File: config.mk
export PLATFORM = sky130hd
export DESIGN_NAME = first_fit_segment_allocator_unit
export DESIGN_NICKNAME = d
export VERILOG_FILES = /design/src/rtl/ffsa_pkg.sv /design/src/rtl/ffsa_ram.sv /design/src/rtl/ffsa_ctrl.sv /design/src/rtl/ffsa_dpath.sv /design/src/rtl/first_fit_segment_allocator_unit.sv
export SDC_FILE = /design/constraint.sdc
export NUM_CORES = 2
export LEC_CHECK = 0
export BUFFER_PORTS_ARGS = -buffer_cell sky130_fd_sc_hd__buf_4
export CAP_MARGIN = 20
export CORE_ASPECT_RATIO = 1.1
export CORE_MARGIN = 2
export CORE_UTILIZATION = 56
export DETAILED_ROUTE_END_ITERATION = 10
export GPL_ROUTABILITY_DRIVEN = 1
export PLACE_DENSITY = 0.78
export SLEW_MARGIN = 20
export SYNTH_ARGS = -nofsm -noshare
export SYNTH_HDL_FRONTEND = slang
export SYNTH_HIERARCHICAL = 1
export SYNTH_SLANG_ARGS = --single-unit
File: constraint.sdc
create_clock -name clk_i -period 12 [get_ports clk_i]
set_clock_uncertainty 0.15 [all_clocks]
set_input_delay 2.4 -clock clk_i [delete_from_list [all_inputs] [get_ports clk_i]]
set_output_delay 2.4 -clock clk_i [all_outputs]
set_load 0.1 [all_outputs]
File: src/rtl/ffsa_pkg.sv
// shared constants, codes and controller/datapath interface types
`default_nettype none

package ffsa_pkg;

  localparam int unsigned MAX_SEGS_DEF   = 32;
  localparam int unsigned ADDR_BITS_DEF  = 16;
  localparam int unsigned OWNER_BITS_DEF = 8;
  localparam int unsigned TOTAL_SIZE_RST = 65535;

  localparam logic [1:0] ST_OK        = 2'd0;
  localparam logic [1:0] ST_NO_HOLE   = 2'd1;
  localparam logic [1:0] ST_FULL      = 2'd2;
  localparam logic [1:0] ST_NOT_FOUND = 2'd3;

  localparam logic KIND_ALLOC   = 1'b0;
  localparam logic KIND_RELEASE = 1'b1;

  // commands from controller to datapath
  typedef struct packed {
    logic accept;
    logic rd_scan;
    logic rd_shift;
    logic scan_next;
    logic set_nohole;
    logic set_full;
    logic set_release;
    logic wr_exact;
    logic wr_release;
    logic start_split;
    logic wr_shift;
    logic wr_insert;
    logic wr_alloc;
    logic load_out;
  } cmd_t;

  // status from datapath to controller
  typedef struct packed {
    logic is_release;
    logic want_zero;
    logic idx_end;
    logic fits;
    logic exact;
    logic full;
    logic own_match;
    logic shift_more;
    logic out_free;
  } sts_t;

endpackage

`default_nettype wire

File: src/rtl/ffsa_ram.sv
// generic single write port ram with registered read
`default_nettype none

module ffsa_ram #(
  parameter int unsigned WIDTH = 8,
  parameter int unsigned DEPTH = 32
) (
  input  wire logic                     clk_i,
  input  wire logic                     we_i,
  input  wire logic [$clog2(DEPTH)-1:0] waddr_i,
  input  wire logic [WIDTH-1:0]         wdata_i,
  input  wire logic                     re_i,
  input  wire logic [$clog2(DEPTH)-1:0] raddr_i,
  output logic      [WIDTH-1:0]         rdata_o
);

  logic [WIDTH-1:0] mem_q [DEPTH];

  always_ff @(posedge clk_i) begin
    if (we_i) begin
      mem_q[waddr_i] <= wdata_i;
    end
    if (re_i) begin
      rdata_o <= mem_q[raddr_i];
    end
  end

endmodule

`default_nettype wire

File: src/rtl/ffsa_ctrl.sv
// controller state machine: scan, split shift, insert and result hand-off
`default_nettype none

module ffsa_ctrl (
  input  wire logic          clk_i,
  input  wire logic          rst_ni,
  input  wire logic          in_valid_i,
  output logic               in_ready_o,
  input  wire ffsa_pkg::sts_t sts_i,
  output ffsa_pkg::cmd_t     cmd_o
);

  localparam logic [2:0] S_IDLE = 3'd0;
  localparam logic [2:0] S_RD   = 3'd1;
  localparam logic [2:0] S_EV   = 3'd2;
  localparam logic [2:0] S_SHRD = 3'd3;
  localparam logic [2:0] S_SHWR = 3'd4;
  localparam logic [2:0] S_INS  = 3'd5;
  localparam logic [2:0] S_ALW  = 3'd6;
  localparam logic [2:0] S_FIN  = 3'd7;

  logic [2:0] state_q, state_d;

  always_ff @(posedge clk_i or negedge rst_ni) begin
    if (!rst_ni) begin
      state_q <= S_IDLE;
    end else begin
      state_q <= state_d;
    end
  end

  assign in_ready_o = (state_q == S_IDLE);

  always_comb begin
    state_d = state_q;
    cmd_o   = '0;
    case (state_q)
      S_IDLE: begin
        if (in_valid_i) begin
          cmd_o.accept = 1'b1;
          state_d      = S_RD;
        end
      end
      S_RD: begin
        if (!sts_i.is_release && sts_i.want_zero) begin
          cmd_o.set_nohole = 1'b1;
          state_d          = S_FIN;
        end else if (sts_i.idx_end) begin
          if (sts_i.is_release) begin
            cmd_o.set_release = 1'b1;
          end else begin
            cmd_o.set_nohole = 1'b1;
          end
          state_d = S_FIN;
        end else begin
          cmd_o.rd_scan = 1'b1;
          state_d       = S_EV;
        end
      end
      S_EV: begin
        if (sts_i.is_release) begin
          cmd_o.wr_release = sts_i.own_match;
          cmd_o.scan_next  = 1'b1;
          state_d          = S_RD;
        end else if (sts_i.fits) begin
          if (sts_i.exact) begin
            cmd_o.wr_exact = 1'b1;
            state_d        = S_FIN;
          end else if (sts_i.full) begin
            cmd_o.set_full = 1'b1;
            state_d        = S_FIN;
          end else begin
            cmd_o.start_split = 1'b1;
            state_d           = S_SHRD;
          end
        end else begin
          cmd_o.scan_next = 1'b1;
          state_d         = S_RD;
        end
      end
      S_SHRD: begin
        if (sts_i.shift_more) begin
          cmd_o.rd_shift = 1'b1;
          state_d        = S_SHWR;
        end else begin
          state_d = S_INS;
        end
      end
      S_SHWR: begin
        cmd_o.wr_shift = 1'b1;
        state_d        = S_SHRD;
      end
      S_INS: begin
        cmd_o.wr_insert = 1'b1;
        state_d         = S_ALW;
      end
      S_ALW: begin
        cmd_o.wr_alloc = 1'b1;
        state_d        = S_FIN;
      end
      S_FIN: begin
        if (sts_i.out_free) begin
          cmd_o.load_out = 1'b1;
          state_d        = S_IDLE;
        end
      end
      default: begin
        state_d = S_IDLE;
      end
    endcase
  end

endmodule

`default_nettype wire

File: src/rtl/ffsa_dpath.sv
// datapath: segment table ram, counters, request and result registers
`default_nettype none

module ffsa_dpath #(
  parameter int unsigned MAX_SEGS   = ffsa_pkg::MAX_SEGS_DEF,
  parameter int unsigned ADDR_BITS  = ffsa_pkg::ADDR_BITS_DEF,
  parameter int unsigned OWNER_BITS = ffsa_pkg::OWNER_BITS_DEF
) (
  input  wire logic                  clk_i,
  input  wire logic                  rst_ni,
  input  wire logic                  cfg_we_i,
  input  wire logic [ADDR_BITS-1:0]  cfg_wdata_i,
  input  wire logic                  kind_i,
  input  wire logic [ADDR_BITS-1:0]  request_size_i,
  input  wire logic [OWNER_BITS-1:0] owner_id_i,
  input  wire logic                  out_ready_i,
  output logic                       out_valid_o,
  output logic [1:0]                 status_o,
  output logic [ADDR_BITS-1:0]       start_offset_o,
  input  wire ffsa_pkg::cmd_t        cmd_i,
  output ffsa_pkg::sts_t             sts_o
);

  localparam int unsigned CNT_W = $clog2(MAX_SEGS + 1);
  localparam int unsigned IDX_W = $clog2(MAX_SEGS);
  localparam int unsigned ENT_W = 2 * ADDR_BITS + OWNER_BITS + 1;

  logic [ADDR_BITS-1:0]  total_q;
  logic [CNT_W-1:0]      cnt_q, idx_q, j_q, fidx_q;
  logic                  e0_q, rd0_q, found_q;
  logic                  kind_q;
  logic [ADDR_BITS-1:0]  want_q, fstart_q, fsize_q, res_start_q;
  logic [OWNER_BITS-1:0] own_q;
  logic [1:0]            res_status_q;
  logic                  out_valid_q;
  logic [1:0]            out_status_q;
  logic [ADDR_BITS-1:0]  out_start_q;

  logic [ENT_W-1:0]      ram_rdata, ent, wdata;
  logic [ADDR_BITS-1:0]  ent_start, ent_size;
  logic [OWNER_BITS-1:0] ent_owner;
  logic                  ent_used;
  logic                  re, we;
  logic [IDX_W-1:0]      raddr, waddr;
  logic [CNT_W-1:0]      jm1, fidx_p1;

  assign jm1     = j_q - CNT_W'(1);
  assign fidx_p1 = fidx_q + CNT_W'(1);

  // entry 0 reads as the initial free segment until first written
  assign ent = (rd0_q && e0_q) ? {{ADDR_BITS{1'b0}}, total_q, {OWNER_BITS{1'b0}}, 1'b0}
                               : ram_rdata;
  assign ent_used  = ent[0];
  assign ent_owner = ent[OWNER_BITS:1];
  assign ent_size  = ent[OWNER_BITS+ADDR_BITS:OWNER_BITS+1];
  assign ent_start = ent[ENT_W-1:OWNER_BITS+ADDR_BITS+1];

  assign re    = cmd_i.rd_scan | cmd_i.rd_shift;
  assign raddr = cmd_i.rd_shift ? jm1[IDX_W-1:0] : idx_q[IDX_W-1:0];

  always_comb begin
    we    = 1'b0;
    waddr = idx_q[IDX_W-1:0];
    wdata = ent;
    if (cmd_i.wr_exact) begin
      we    = 1'b1;
      wdata = {ent_start, ent_size, own_q, 1'b1};
    end else if (cmd_i.wr_release) begin
      we    = 1'b1;
      wdata = {ent_start, ent_size, ent_owner, 1'b0};
    end else if (cmd_i.wr_shift) begin
      we    = 1'b1;
      waddr = j_q[IDX_W-1:0];
      wdata = ent;
    end else if (cmd_i.wr_insert) begin
      we    = 1'b1;
      waddr = fidx_p1[IDX_W-1:0];
      wdata = {fstart_q + want_q, fsize_q - want_q, {OWNER_BITS{1'b0}}, 1'b0};
    end else if (cmd_i.wr_alloc) begin
      we    = 1'b1;
      waddr = fidx_q[IDX_W-1:0];
      wdata = {fstart_q, want_q, own_q, 1'b1};
    end
  end

  ffsa_ram #(
    .WIDTH (ENT_W),
    .DEPTH (MAX_SEGS)
  ) u_ram (
    .clk_i   (clk_i),
    .we_i    (we),
    .waddr_i (waddr),
    .wdata_i (wdata),
    .re_i    (re),
    .raddr_i (raddr),
    .rdata_o (ram_rdata)
  );

  // table bookkeeping and configuration
  always_ff @(posedge clk_i or negedge rst_ni) begin
    if (!rst_ni) begin
      total_q     <= ADDR_BITS'(ffsa_pkg::TOTAL_SIZE_RST);
      cnt_q       <= CNT_W'(1);
      e0_q        <= 1'b1;
      out_valid_q <= 1'b0;
    end else begin
      if (cfg_we_i) begin
        total_q <= cfg_wdata_i;
        cnt_q   <= CNT_W'(1);
        e0_q    <= 1'b1;
      end else begin
        if (we && (waddr == '0)) begin
          e0_q <= 1'b0;
        end
        if (cmd_i.wr_alloc) begin
          cnt_q <= cnt_q + CNT_W'(1);
        end
      end
      if (cmd_i.load_out) begin
        out_valid_q <= 1'b1;
      end else if (out_ready_i) begin
        out_valid_q <= 1'b0;
      end
    end
  end

  // request, scan and result payload
  always_ff @(posedge clk_i) begin
    if (cmd_i.accept) begin
      kind_q  <= kind_i;
      want_q  <= request_size_i;
      own_q   <= owner_id_i;
      idx_q   <= '0;
      found_q <= 1'b0;
    end
    if (re) begin
      rd0_q <= (raddr == '0);
    end
    if (cmd_i.scan_next) begin
      idx_q <= idx_q + CNT_W'(1);
    end
    if (cmd_i.wr_release) begin
      found_q <= 1'b1;
    end
    if (cmd_i.start_split) begin
      fidx_q   <= idx_q;
      fstart_q <= ent_start;
      fsize_q  <= ent_size;
      j_q      <= cnt_q;
    end
    if (cmd_i.wr_shift) begin
      j_q <= jm1;
    end
    if (cmd_i.set_nohole) begin
      res_status_q <= ffsa_pkg::ST_NO_HOLE;
      res_start_q  <= '0;
    end
    if (cmd_i.set_full) begin
      res_status_q <= ffsa_pkg::ST_FULL;
      res_start_q  <= '0;
    end
    if (cmd_i.set_release) begin
      res_status_q <= found_q ? ffsa_pkg::ST_OK : ffsa_pkg::ST_NOT_FOUND;
      res_start_q  <= '0;
    end
    if (cmd_i.wr_exact) begin
      res_status_q <= ffsa_pkg::ST_OK;
      res_start_q  <= ent_start;
    end
    if (cmd_i.wr_alloc) begin
      res_status_q <= ffsa_pkg::ST_OK;
      res_start_q  <= fstart_q;
    end
    if (cmd_i.load_out) begin
      out_status_q <= res_status_q;
      out_start_q  <= res_start_q;
    end
  end

  assign sts_o.is_release = (kind_q == ffsa_pkg::KIND_RELEASE);
  assign sts_o.want_zero  = (want_q == '0);
  assign sts_o.idx_end    = (idx_q >= cnt_q);
  assign sts_o.fits       = !ent_used && (ent_size >= want_q);
  assign sts_o.exact      = (ent_size == want_q);
  assign sts_o.full       = (cnt_q == CNT_W'(MAX_SEGS));
  assign sts_o.own_match  = ent_used && (ent_owner == own_q);
  assign sts_o.shift_more = (j_q > fidx_p1);
  assign sts_o.out_free   = !out_valid_q || out_ready_i;

  assign out_valid_o    = out_valid_q;
  assign status_o       = out_status_q;
  assign start_offset_o = out_start_q;

endmodule

`default_nettype wire

File: src/rtl/first_fit_segment_allocator_unit.sv
// top level of the first-fit segment allocator
//
//  channel   direction  handshake                  payload
//  in        input      in_valid_i / in_ready_o    kind_i, request_size_i, owner_id_i
//  out       output     out_valid_o / out_ready_i  status_o, start_offset_o
//  cfg       input      cfg_we_i (no wait)         cfg_wdata_i (memory size)
//
//  one item at a time: the table sits in a single ram with one read and one
//  write port and registered read, so each scanned entry takes a read state
//  and an evaluate state; a release scans every entry, and an allocate that
//  splits scans up to the hit and moves every entry above it up by one
//  reset and a memory size write take effect at once: no clearing pass, the
//  fill count bounds the table and entry 0 reads as the initial segment
//  a result waits in the output register; a stalled output only holds the
//  block in its final state
`default_nettype none

module first_fit_segment_allocator_unit #(
  parameter int unsigned MAX_SEGS   = ffsa_pkg::MAX_SEGS_DEF,
  parameter int unsigned ADDR_BITS  = ffsa_pkg::ADDR_BITS_DEF,
  parameter int unsigned OWNER_BITS = ffsa_pkg::OWNER_BITS_DEF
) (
  input  wire logic                  clk_i,
  input  wire logic                  rst_ni,
  // configuration
  input  wire logic                  cfg_we_i,
  input  wire logic [ADDR_BITS-1:0]  cfg_wdata_i,
  // request transfer
  input  wire logic                  in_valid_i,
  output logic                       in_ready_o,
  input  wire logic                  kind_i,
  input  wire logic [ADDR_BITS-1:0]  request_size_i,
  input  wire logic [OWNER_BITS-1:0] owner_id_i,
  // result transfer
  output logic                       out_valid_o,
  input  wire logic                  out_ready_i,
  output logic [1:0]                 status_o,
  output logic [ADDR_BITS-1:0]       start_offset_o
);

  ffsa_pkg::cmd_t cmd;
  ffsa_pkg::sts_t sts;

  // sequencing: accept, scan, shift for a split, insert remainder, hand off
  ffsa_ctrl u_ctrl (
    .clk_i      (clk_i),
    .rst_ni     (rst_ni),
    .in_valid_i (in_valid_i),
    .in_ready_o (in_ready_o),
    .sts_i      (sts),
    .cmd_o      (cmd)
  );

  // segment table, fill count and result registers
  ffsa_dpath #(
    .MAX_SEGS   (MAX_SEGS),
    .ADDR_BITS  (ADDR_BITS),
    .OWNER_BITS (OWNER_BITS)
  ) u_dpath (
    .clk_i          (clk_i),
    .rst_ni         (rst_ni),
    .cfg_we_i       (cfg_we_i),
    .cfg_wdata_i    (cfg_wdata_i),
    .kind_i         (kind_i),
    .request_size_i (request_size_i),
    .owner_id_i     (owner_id_i),
    .out_ready_i    (out_ready_i),
    .out_valid_o    (out_valid_o),
    .status_o       (status_o),
    .start_offset_o (start_offset_o),
    .cmd_i          (cmd),
    .sts_o          (sts)
  );

endmodule

`default_nettype wire

# Word level (Yosys, flattened, before mapping)
# Memory sizes are Yosys's and may differ from the RTL's. A register that Yosys moved wholly into a read port is not among the register bits.
# Index checks and enable logic that the tools add are counted.
# op_classes
reduce_logical,22
eq_ne,12
add_sub_neg,6
mux,85
bitwise_logic,1
n_lt_le_gt_ge,3
# ops
operator,n
$mux 41,6
$mux 16,5
$mux 1,48
$mux 6,6
$mux 5,6
$mux 3,9
$pmux 3 s8,1
$add 6x1->6 const B,3
$add 16x16->16,1
$eq 16x16->1,1
$ge 16x16->1,1
$logic_not 16->1,1
$sub 16x16->16,1
$eq 3x3->1 const B,4
$logic_not 5->1,2
$reduce_bool 2->1,5
$eq 8x8->1,1
$mux 2,4
$eq 3x2->1 const B,2
$eq 6x6->1 const B,1
$ge 6x6->1,1
$gt 6x6->1,1
$sub 6x1->6 const B,1
$logic_and 1x1->1,5
10 further kinds,13
# word_totals
input_bits,46
wordCells,149
regBits,140
mem_count,1
ramBits,1312
output_inout_bits,20
# memory_table
name,depth,width,read_ports,rd_clocked_by_memory_dff,write_ports,line,rtl
u_dpath.u_ram.mem_q,32,41,1,1,1,ffsa_ram.sv:17,logic [WIDTH-1:0] mem_q [DEPTH];

# Logic depth before layout (Yosys ltp)
# depth
ltp_word,13
ltp_mapped,22
ltp_nobuf,19

# Cells and area by module
# Netlist, hierarchy kept.
# modules_own_cells
mod,cells_each,seq_area_each_um2,area_each_um2,n_inst
ffsa_ram,2883,40629.0,52210.1,1
ffsa_dpath,831,3986.3,8690.8,1
ffsa_ctrl,45,75.1,330.3,1

# Least setup slack after synthesis
# Ideal clock, no wire load.
# synth_timing
path_kind,reg2reg
from,register u_dpath.rd0_q
to,memory u_dpath/u_ram/mem_q[28][0] (netlist bit) (enable)
slack_ns,5.629
synth_period_minus_slack_ns,6.371
setup_ns,0.440
arrival_ns,5.782
path_stages_with_launch,23
t_required_ns,11.410
n_path_buf,3
cell_sequence,edfxtp_1 -> nand2_1 -> clkbuf_1 -> mux2i_1 -> inv_1 -> ha_1 -> nor2b_1 -> o21a_1 -> o21ai_0 -> a21oi_1 -> o31ai_1 -> o2111ai_1 -> and2_1 -> nor2b_1 -> and3_1 -> buf_6 -> nor2_8 -> o31ai_2 -> a32oi_1 -> o21ai_2 -> or3b_2 -> clkbuf_1 -> nor2_1
# synth_lines
element,line,rtl
start: declaration,ffsa_dpath.sv:30,"logic e0_q, rd0_q, found_q;"
start signal: assignment,ffsa_dpath.sv:137,rd0_q <= (raddr == '0);
end: declaration,ffsa_ram.sv:17,

==> results by group <==
Run status
  – Status: finished clean

Yosys
  – Synth Register Bits: 1493
  – Sequential fraction of the synthesis area: 0.7299
  – Post-synth top area share: 0.7175
  – Area contributors post-synth: edfxtp_1, mux2i_1, a21oi_1
  – Mean Syn Cell Area: 16.29 um2
  – Post-synth EDFFs: 1463
  – Net Count, Synth: 3870
  – Synth warnings: 6
  – Syn Inst Count: 3759
  – Yosys top cell by area: edfxtp_1
  – Area of the mapped netlist: 61230 um2
  – Synth unique cells: 78
  – Post-synth ARST share: 0.01808
  – Ys flop type: edfxtp_1

Placement
  – Detail Placement HPWL: 83040 um
  – Gpl congestion: 0.8881
  – IO buf count: 65
  – Placed inst area: 63580 um2

STA
  – Achievable Freq: 141.5 MHz
  – Fin. Hold Viols: 0
  – # setup viols final: 0
  – RSZ-0062 raised after global routing: false
  – Period utilisation layout: 0.5888
  – Setup TNS: 0 ns
  – Worst slew pin tran: 1.160 ns
  – Period minus WS final: 7.066 ns
  – Final Max Slew Viols: 0
  – Slew margin rel.: 0.2252

Clock network
  – Post-CTS Repair Setup Buffers: 0
  – Sink Count: 1493
  – CTS tree: done
  – Post-CTS Resized: 0
  – CTS root buf: clkbuf_16
  – Latest clock arrival within the worst-skew pair: 0.77 ns
  – H-tree depth: 4
  – CTS Buffer Depth: 3
  – Register clock-pin slew on the reported worst setup and hold paths: 0.06 ns
  – Cts bufs inserted: 143
  – # hold bufs at CTS: 0

Global route
  – Busiest grt layer: met2
  – Met1 Usage GRT: 0.3426
  – First-pass GRT wire length: 211700 um
  – Pin count of the biggest net entering global routing: 127
  – Met2 Resource Use GR: 0.4192
  – Initial antenna violation count: 3
  – Total GRT Usage: 0.2540
  – Global Route met3 Usage: 0.04186
  – Total congestion overflow: 0
  – Vias in the first global route: 33550

Detailed routing
  – Total wire length: 143000 um
  – Via Count: 34100
  – Initial DRT Pass Iterations: 6
  – # DRC: 0
  – Vias per cell: 6.329
  – First DRT Iteration DRCs: 4014
  – Post-route ant nets: 0
  – DR WL/cell: 26.53 um

Critical path
  – Worst EP required: 12.24 ns
  – Arrival time worst endpoint: 7.31 ns
  – Worst-path fanout max: 43
  – Buffer and inverter count on the worst path: 3
  – Critical path's slowest cell: nor2_4
  – Max incr delay on CP: 0.78 ns
  – CP Cell Sequence: nand2_2 -> mux2i_1 -> inv_1 -> ha_1 -> nor2b_1 -> o21a_1 -> o21ai_0 -> a21oi_1 -> o31ai_1 -> o2111ai_1 -> and2_1 -> nor2b_1 -> and3_1 -> or3_1 -> buf_4 -> o21ai_2 -> nand3_1 -> nor2_4 -> buf_4
  – Crit path max-delay family: simple AND/OR/NAND/NOR gates
  – CP Class: reg -> reg
  – CP startpoint kind: register
  – CP Capture Type: register

Power and ir drop
  – Sw Ratio: 0.3563
  – Register share of total power: 0.429
  – Leakage: 23.71 nW
  – Max VDD drop: 234.2 uV
  – Switching power: 0.006384 W
  – Comb pwr share: 0.331
  – Clk pwr share: 0.240
  – Pwr Density: 263.2 nW/um2
  – P_int: 0.01154 W

Floorplan
  – Die Wd: 319.3 um
  – Initial Utilization: 0.5634
  – Boundary Pins: 66
  – Die Span Y: 350.8 um
  – Core ar.: 108700 um2
  – Core Rows: 127
  – Die area: 112000 um2

Run
  – Max Cap Viol: 0

Final layout
  – Antenna cells: 0
  – Final non-filler cell area: 68080 um2
  – P&R area growth vs syn: 11.19%
  – Nets: 3967
  – Layout cell share with drive strength beyond 1: 0.1260

Min path
  – Hold crit path type: reg -> reg
cells in the mapped netlist, types with 4 or more instances:
cell         n
o211ai_1     4
ha_1        63
xnor2_1     24
or2_2        6
a22oi_1    125
nor3_1      61
a211oi_1     4
nand3_1    143
nand4_1      6
or3_1        6
and3_1       9
buf_2       41
and2_1      27
nand2_1    157
dfstp_2     18
o31ai_1      4
nor4_1       7
o21ai_0     32
o21ai_1      4
nand3b_1     5
nand2b_1    16
xor2_1      14
clkbuf_1    86
mux2_2      28
mux2i_1    669
edfxtp_1  1463
nor2_1     117
buf_4       36
o21a_1       9
a21o_1      18
inv_1       46
dfrtp_1      9
nor2b_1     14
o221ai_1     7
a31oi_1     57
a221oi_1     4
o22ai_1     23
buf_6       28
buf_1       12
a22o_1     105
a21oi_1    196
final timing paths:
| kind | from | end | slack [ns] | depth (start not counted) |
|---|---|---|---|---|
| max | u_dpath/e0_q$_DFFE_PN1P_ | u_dpath/u_ram/mem_q[15][31]$_DFFE_PP_ | 4.93 | 19 |
| min | u_dpath/res_start_q[8]$_DFFE_PP_ | u_dpath/start_offset_o[8]$_DFFE_PP_ | 0.27 | 0 |
| max reg2reg | u_dpath/e0_q$_DFFE_PN1P_ | u_dpath/u_ram/mem_q[15][31]$_DFFE_PP_ | 4.93 | 19 |
| min reg2reg | u_dpath/res_start_q[8]$_DFFE_PP_ | u_dpath/start_offset_o[8]$_DFFE_PP_ | 0.27 | 0 |
| max in group asynchronous | rst_ni | u_dpath/total_q[11]$_DFFE_PN1P_ | 9.92 | 1 |
| min in group asynchronous | rst_ni | u_dpath/cnt_q[4]$_DFFE_PN0P_ | 1.44 | 1 |
power by group through the flow:
stage          Sequential [W]  Clock [W]  Combinational, W
6_report              0.00769    0.00430           0.00593
5_1_grt               0.00772    0.00456           0.00626
3_5_place_dp          0.00780          0           0.00579
2_1_floorplan         0.00783          0           0.00356
3_3_place_gp          0.00778          0           0.00563
4_1_cts               0.00769    0.00435           0.00582
state kept, by name, summed over array words and instances (netlist names):
signal	flops
u_ctrl/state_q	3
u_dpath/cnt_q	6
u_dpath/e0_q	1
u_dpath/fidx_q	6
u_dpath/found_q	1
u_dpath/fsize_q	16
u_dpath/fstart_q	16
u_dpath/idx_q	6
u_dpath/j_q	6
u_dpath/kind_q	1
u_dpath/out_valid_o	1
u_dpath/own_q	8
u_dpath/rd0_q	1
u_dpath/res_start_q	16
u_dpath/res_status_q	2
u_dpath/start_offset_o	16
u_dpath/status_o	2
u_dpath/total_q	16
u_dpath/u_ram/mem_q	1312
u_dpath/u_ram/rdata_o	41
u_dpath/want_q	16
cell usage in the layout (no fill, tap or decap), types with 9 or more instances in the layout:
master,synthesis,routed
nor2_4,0,33
buf_4,36,150
inv_1,46,46
nand3_1,143,143
clkbuf_16,0,149
xnor2_1,24,24
o22ai_1,23,23
nand2b_1,16,14
mux2_2,28,28
dfrtp_1,9,9
edfxtp_1,1463,1463
a21oi_4,0,10
a22oi_1,125,125
a21o_1,18,16
nand2_1,157,155
a31oi_1,57,57
nor3_1,61,59
a22o_1,105,102
clkinv_1,0,27
xor2_1,14,14
and3_1,9,9
dfstp_2,18,18
clkinv_2,0,22
o21ai_0,32,31
mux2i_1,669,668
nor2_1,117,83
nor2b_1,14,13
clkbuf_1,86,34
a21oi_1,196,180
ha_1,63,63
and2_1,27,26
kinds of logic after synthesis:
group,synth area share
compound gates,0.06770
xor+xnor,0.005701
fa+ha+maj,0.01353
buf+inv,0.02219
flops,0.7299
mux,0.1145
simple gates,0.04651
worst register-to-register path, delay by kind of cell (launching register included):
family	cells	cell delay (ns)
AO/OA/AOI/OAI	6	1.11
multiplexers	1	0.45
adder cells (fa/ha/maj)	1	0.31
buffers and inverters	3	0.82
flip-flops	1	0.55
AND/OR/NAND/NOR	8	3.28
routing by layer:
layer,share of wire,vias to the layer above
li1,-,14960
met1,0.38,17080
met2,0.49,1776
met3,0.093,274
met4,0.032,6
met5,0.00029,-
cell type report:
class                   count  area, um2
clock inverters            73      581.8
inverters                  49      186.4
well taps                1419       1775
repair buffers            156       1254
clock buffers             185       3884
fillers                  7510      40610
multi-input cells        2013      15710
flip-flops and latches   1493      44690
per-stage QoR:
step | cells | hold slack [ns] | worst slack (ns) | total power [W] | util
2_1_floorplan | 3759 | 0.2503 | 5.629 | 0.01139 | -
3_3_place_gp | 5129 | 0.2532 | 5.121 | 0.01341 | 0.5848
3_5_place_dp | 5129 | 0.2545 | 5.065 | 0.01359 | 0.5850
4_1_cts | 5387 | 0.2653 | 5.041 | 0.01786 | 0.6261
5_1_grt | 5388 | 0.2728 | 4.568 | 0.01854 | 0.6264
6_report | 5388 | 0.2672 | 4.934 | 0.01792 | 0.6264
Note: power is estimated with default switching activity, not from simulation.
